==> src/sv/isrt_pkg.sv <==
// Shared types and constants for the insertion sorter.
package isrt_pkg;

  localparam int unsigned VALUE_W = 32;

  typedef logic signed [VALUE_W-1:0] value_t;

  // Per-cycle command broadcast to every cell of the chain.
  typedef struct packed {
    logic ins;  // insert the new value, larger entries move one cell right
    logic unl;  // unload: every cell takes its right neighbor's entry
  } cell_ctl_t;

endpackage

==> src/sv/isrt_cell.sv <==
// One cell of the sorting chain: holds one entry and its valid bit.
module isrt_cell (
  input  logic               clk,
  input  logic               rst_n,
  input  isrt_pkg::cell_ctl_t ctl,
  input  isrt_pkg::value_t   new_value,
  input  isrt_pkg::value_t   left_value,
  input  logic               left_valid,
  input  logic               left_take,
  input  isrt_pkg::value_t   right_value,
  input  logic               right_valid,
  output isrt_pkg::value_t   value,
  output logic               valid,
  output logic               take
);
  import isrt_pkg::*;

  value_t value_r, value_nxt;
  logic   valid_r, valid_nxt;

  // Empty cells and cells holding a larger entry give way to the new value.
  assign take = !valid_r || (value_r > new_value);

  always_comb begin
    value_nxt = value_r;
    valid_nxt = valid_r;
    if (ctl.ins && take) begin
      value_nxt = left_take ? left_value : new_value;
      valid_nxt = left_valid;
    end else if (ctl.unl) begin
      value_nxt = right_value;
      valid_nxt = right_valid;
    end
  end

  always_ff @(posedge clk) begin
    value_r <= value_nxt;
  end

  always_ff @(posedge clk) begin
    if (!rst_n) begin
      valid_r <= 1'b0;
    end else begin
      valid_r <= valid_nxt;
    end
  end

  assign value = value_r;
  assign valid = valid_r;

endmodule

==> src/sv/insertion_sorter.sv <==
// Top level of the insertion sorter: a chain of sorting cells and its control.
//
// Input channel (in_valid/in_ready): one signed value per item; in_last_item
// closes the set. Each value goes straight into the cell chain: every cell
// compares against the broadcast value at once and the larger entries move
// one cell right, so the block takes one item per cycle while loading.
// A value arriving while all CAPACITY cells are full is dropped and the
// overflow flag is raised for the current set.
// After the item marked last is accepted, the chain unloads: the result
// channel (out_valid/out_ready) shows the head cell from the next cycle on,
// and each accepted result shifts the chain one cell left, so the set leaves
// in ascending order as the receiver takes the results. out_last_result
// marks the largest value; out_overflow is constant over the run.
// While unloading, in_ready is low; a stalled receiver simply holds the
// chain. Taking the final result clears the overflow flag and reopens input.
// Reset empties the chain and clears the flag.
module insertion_sorter #(
  parameter int unsigned CAPACITY = 16
) (
  input  logic             clk,
  input  logic             rst_n,
  input  logic             in_valid,
  output logic             in_ready,
  input  isrt_pkg::value_t in_value,
  input  logic             in_last_item,
  output logic             out_valid,
  input  logic             out_ready,
  output isrt_pkg::value_t out_sorted_value,
  output logic             out_last_result,
  output logic             out_overflow
);
  import isrt_pkg::*;

  value_t    cell_val  [CAPACITY];
  logic      cell_vld  [CAPACITY];
  logic      cell_take [CAPACITY];
  cell_ctl_t ctl;

  logic unloading_r, unloading_nxt;
  logic dropped_r, dropped_nxt;
  logic in_acc, out_acc, full;

  assign full    = cell_vld[CAPACITY-1];
  assign in_ready = !unloading_r;
  assign in_acc  = in_valid && in_ready;
  assign out_acc = out_valid && out_ready;

  assign ctl = '{ins: in_acc && !full, unl: out_acc};

  for (genvar i = 0; i < CAPACITY; i++) begin : g_cell
    value_t l_val, r_val;
    logic   l_vld, l_take, r_vld;

    if (i == 0) begin : g_head
      assign l_val  = in_value;
      assign l_vld  = 1'b1;
      assign l_take = 1'b0;
    end else begin : g_mid
      assign l_val  = cell_val[i-1];
      assign l_vld  = cell_vld[i-1];
      assign l_take = cell_take[i-1];
    end

    if (i == CAPACITY-1) begin : g_tail
      assign r_val = cell_val[i];
      assign r_vld = 1'b0;
    end else begin : g_inner
      assign r_val = cell_val[i+1];
      assign r_vld = cell_vld[i+1];
    end

    isrt_cell u_cell (
      .clk        (clk),
      .rst_n      (rst_n),
      .ctl        (ctl),
      .new_value  (in_value),
      .left_value (l_val),
      .left_valid (l_vld),
      .left_take  (l_take),
      .right_value(r_val),
      .right_valid(r_vld),
      .value      (cell_val[i]),
      .valid      (cell_vld[i]),
      .take       (cell_take[i])
    );
  end

  always_comb begin
    unloading_nxt = unloading_r;
    dropped_nxt   = dropped_r;
    if (in_acc) begin
      if (full) dropped_nxt = 1'b1;
      if (in_last_item) unloading_nxt = 1'b1;
    end
    if (out_acc && out_last_result) begin
      unloading_nxt = 1'b0;
      dropped_nxt   = 1'b0;
    end
  end

  always_ff @(posedge clk) begin
    if (!rst_n) begin
      unloading_r <= 1'b0;
      dropped_r   <= 1'b0;
    end else begin
      unloading_r <= unloading_nxt;
      dropped_r   <= dropped_nxt;
    end
  end

  // Results come straight from the head cell; the second cell tells the end.
  assign out_valid        = unloading_r && cell_vld[0];
  assign out_sorted_value = cell_val[0];
  assign out_last_result  = (CAPACITY > 1) ? !cell_vld[1 % CAPACITY] : 1'b1;
  assign out_overflow     = dropped_r;

endmodule

==> config.mk <==
export PLATFORM = sky130hd
export DESIGN_NAME = insertion_sorter
export DESIGN_NICKNAME = d
export VERILOG_FILES = /design/src/sv/isrt_pkg.sv /design/src/sv/isrt_cell.sv /design/src/sv/insertion_sorter.sv
export SDC_FILE = /design/constraint.sdc
export NUM_CORES = 2
export LEC_CHECK = 0
export BUFFER_PORTS_ARGS = -buffer_cell sky130_fd_sc_hd__buf_4
export CORE_UTILIZATION = 59
export DETAILED_ROUTE_END_ITERATION = 10
export PLACE_DENSITY = 0.8
export SKIP_CTS_REPAIR_TIMING = 1
export SYNTH_ARGS = -nofsm -noshare
export SYNTH_HDL_FRONTEND = slang
export SYNTH_HIERARCHICAL = 1
export SYNTH_SLANG_ARGS = --single-unit
==> constraint.sdc <==
create_clock -name clk -period 8 [get_ports clk]
set_clock_uncertainty 0.2 [all_clocks]
set_input_delay 0.4 -clock clk [delete_from_list [all_inputs] [get_ports clk]]
set_output_delay 0.4 -clock clk [all_outputs]
set_load 0.1 [all_outputs]
# Word-level counts from Yosys, hierarchy flattened

Index checks and enable logic that the tools add are counted.

$lt $le $gt $ge: 16
Reduce and logical (&&, ||, !) cells: 73
Mux-type cells: 77
Bitwise gates (word level): 1

Operator list:

| operator            | number |
|---|---|
| $mux W32            | 45 |
| $gt A32 B32 Y1      | 16 |
| $mux W1             | 32 |
| $reduce_bool A2 Y1  | 16 |
| $logic_and A1 B1 Y1 | 21 |
| $logic_not A1 Y1    | 17 |
| $logic_or A1 B1 Y1  | 16 |
| $reduce_and A2 Y1   | 2 |
| $reduce_or A2 Y1    | 1 |
| $not A1 Y1          | 1 |

Input bits: 37
Register bits: 530
Logic and storage cells: 201
Output and inout bits: 36

# Logic depth before layout (Yosys ltp)

Depth after elaboration: 5
Gate-level depth with buffers: 15
Mapped depth without buffers: 12

# Cells and area by module

The synthesis kept the hierarchy.

By module, submodules not included:

| module           | instances | cells an instance | sequential area each (um^2) | area each (um^2) |
|---|---|---|---|---|
| isrt_cell        | 16        | 268               | 980.9                       | 2787.7 |
| insertion_sorter | 1         | 16                | 40.0                        | 125.1 |

# Worst setup path before layout

No wires, ideal clock.

Kind: register -> register
Start point: register unloading_r
End point: register g_cell[0].u_cell.value_r[0] (enable)
Data required time: 7406 ps
Slack: -172 ps
Path buffers: 2
Arrival time: 7578 ps
Cell stages (with the launch flop): 9
Library setup time: 394 ps
Period minus slack after synthesis: 8172 ps
Path through: dfxtp_1 nor3b_1 inv_1 nor2_1 a41oi_2 o311a_1 buf_6 buf_12 nand2b_1

RTL lines:

| element                | line                    | source |
|---|---|---|
| from (decl)            | insertion_sorter.sv:39  | `logic unloading_r, unloading_nxt;` |
| from (signal assigned) | insertion_sorter.sv:106 | `unloading_r <= unloading_nxt;` |
| to (signal assigned)   | isrt_cell.sv:37         | `value_r <= value_nxt;` |
| to (decl)              | isrt_cell.sv:18         | `value_t value_r, value_nxt;` |

# Worst setup path in the final report

Start point: register g_cell[7].u_cell.value_r[31]
End point: register g_cell[7].u_cell.value_r[19] (enable)

Word-level cells in the longest chain between the ends: 4

RTL lines:

| element                             | line            | source |
|---|---|---|
| from (decl)                         | isrt_cell.sv:18 |  |
| from (signal assigned)              | isrt_cell.sv:37 |  |
| $gt A32 B32 Y1                      | isrt_cell.sv:22 | `assign take = !valid_r \|\| (value_r > new_value);` |
| $logic_or A1 B1 Y1                  | isrt_cell.sv:22 |  |
| $logic_and A1 B1 Y1                 | isrt_cell.sv:27 | `if (ctl.ins && take) begin` |
| $reduce_bool A2 Y1 (no source line) | --              |  |

No other way between the ends.
A chain may end at the register's enable or synchronous reset.

==> impl_results.md <==
* N_diodes at 0
* FF+latch area at 15740 um2
* Sw power at 7.460 mW
* Number of port buffers at 72
* Post-route non-filler standard cell count at 5303
* Leak at 22.60 nW
* Worst EP required at 8170 ps
* Post-Syn Area at 44710 um2
* Total CTS buffers at 59
* Reg power frac at 35.1%
* Syn Inst Count at 4301
* Commonest cells after routing, fill and taps aside: 608 x nand2_1, 579 x inv_1, 560 x o21ai_0, 512 x ha_1, 512 x edfxtp_1
* GRT overflow at 0
* FF-to-FF Start: g_cell[7].u_cell/value[31]
* CTS tree: done
* CTS Sinks at 530
* Number of global-route vias before repair at 32390
* Clk slew on worst S/H paths at 60 ps
* Setup TNS at 0 ps
* Fin crit share at 59.23%
* FMAX at 0.2110 GHz
* Share of layout cells above drive strength 1 at 20.74%
* Starting DRT DRC Count at 2689
* Initial antenna violation count at 2
* Hold Path End: g_cell[13].u_cell/value[15]
* Via-per-instance ratio at 6.070
* Slew headroom at 23.49%
* Kind of critical path: flop to flop
* IO Pins at 73
* YS warnings at 6
* GRT Util Overall at 26.85%
* RR Endpoint: g_cell[7].u_cell/value[19]
* Worst-margin pin slew at 1148 ps
* Maximum vdd drop at 0.2669 mV
* Via count at 32190
* Setup Viol. Count Final at 0
* Net Sw Frac at 39.38%
* Routed WL at 105.4 mm
* Status: finished clean
* Filler cell count in the final layout at 5748
* Most common cell after layout, fill and taps aside: nand2_1
* Initial Utilization at 59.86%
* Die ar. at 76880 um2
* Max Slew Vio Count at 0
* Gp weighted congestion at 0.8946
* Pin count of the biggest net entering global routing at 76
* Crit. End Element: flop
* Hold depth at 4
* Pwr/cell area at 401.8 nW/um2
* CTS max path bufs at 3
* Min cycle time layout at 4738 ps
* Hold Vio Cnt, Final at 0
* CTS H-tree depth at 2
* DP HPWL at 79.84 mm
* DRC viols at 0
* Clock share of power at 13.7%
* Number of max-cap violations at 0
* FF-to-FF setup slack at 3260 ps
* Clock Latency Late Sink at 650 ps
* First-pass iteration count of the detailed router at 5
* First-pass GRT wire length at 169.4 mm
* Worst hold start: in_value[15]
* Setup crit start kind: flop
* Multi-input logic area at 25330 um2
* Dpl cells at 5193
* Crit path DAT at 4910 ps
* Combinational fraction of design power at 51.1%
* Row Count at 100
* Syn-to-layout area delta at 5.460%
* RSZ-0062 raised after global routing: false
* CP max FO at 34
* Cell Int Power at 11.48 mW
* Die X at 277.3 um
* Remaining antenna violation count after routing at 0
* Wire per inst at 19.87 um
* Final nets at 4840
* Hold Crit Class: primary input to flop
* Worst reg2reg path depth at 9
* Syn Area/Cell at 10.40 um2
* Root Buffer: clkbuf_16
* Die Y-Extent at 277.3 um
* Core area at 74700 um2
-- metrics by stage --
| step | hold slack (ps) | utilization, % | total power, mW | setup slack [ps] | cell area, um2 |
|---|---|---|---|---|---|
| 4_1_cts | -160.1 | 63.04 | 18.86 | 3277 | 47090 |
| 2_1_floorplan | 313.0 | - | 14.20 | 2472 | 44730 |
| 3_3_place_gp | 251.8 | 60.64 | 15.75 | 3106 | 45290 |
| 3_5_place_dp | 274.2 | 60.64 | 16.17 | 2991 | 45290 |
| 6_report | 315.5 | 63.12 | 18.94 | 3262 | 47150 |
| 5_1_grt | 326.2 | 63.12 | 20.13 | 3041 | 47150 |
-- cell type report --
class,count,share of cell area [%]
Multi-Input combinational cell,3003,53.72
Sequential cell,530,33.37
Inverter,579,4.609
Clock buffer,84,3.479
Tap cell,969,2.571
Timing Repair Buffer,118,1.911
Clock inverter,20,0.3343
-- flip-flops by register name (all words and copies together) (netlist names) --
signal,flops
g_cell.u_cell/valid,16
g_cell.u_cell/value,512
out_overflow,1
unloading_r,1
-- how the worst max path moves through the flow --
stage | from | to | slack (ps) | cells past startpoint
final | g_cell[7].u_cell/value[31] | g_cell[7].u_cell/value[19] | 3260 | 9
after detailed placement | in_value[31] | g_cell[3].u_cell/value[20] | 2990 | 11
after global placement | in_value[25] | g_cell[1].u_cell/value[25] | 3110 | 11
after CTS | g_cell[7].u_cell/value[31] | g_cell[7].u_cell/value[19] | 3280 | 9
after global routing | g_cell[7].u_cell/value[31] | g_cell[7].u_cell/value[22] | 3040 | 9
after floorplan | unloading_r | g_cell[0].u_cell/value[0] | 2470 | 8
-- power groups by stage --
stage | Sequential [mW] | Combinational (mW) | Clock [mW]
2_1_floorplan | 6.68 | 7.52 | 0
3_3_place_gp | 6.59 | 9.16 | 0
3_5_place_dp | 6.66 | 9.50 | 0
4_1_cts | 6.63 | 9.59 | 2.64
5_1_grt | 6.82 | 10.6 | 2.74
6_report | 6.65 | 9.69 | 2.60
-- per-layer routing --
metal  up-vias  track usage, %  routed length (um)
li1      15410               -                   -
met3       209           2.493                5940
met1     15470           35.32               45810
met4         0           9.630                3684
met5         -               0                   0
met2      1104           45.99               49930
-- worst max-delay path, cell delays in order (launching register included) --
cell and delay, ps:
edfxtp_1 440, ha_1 480, and4_4 280, nand4_2 170, nor4_4 360, nand3_2 180
a41oi_2 240, o311a_2 960, nand2b_1 710, buf_4 430
No activity file was read; power rests on OpenSTA's default activity.
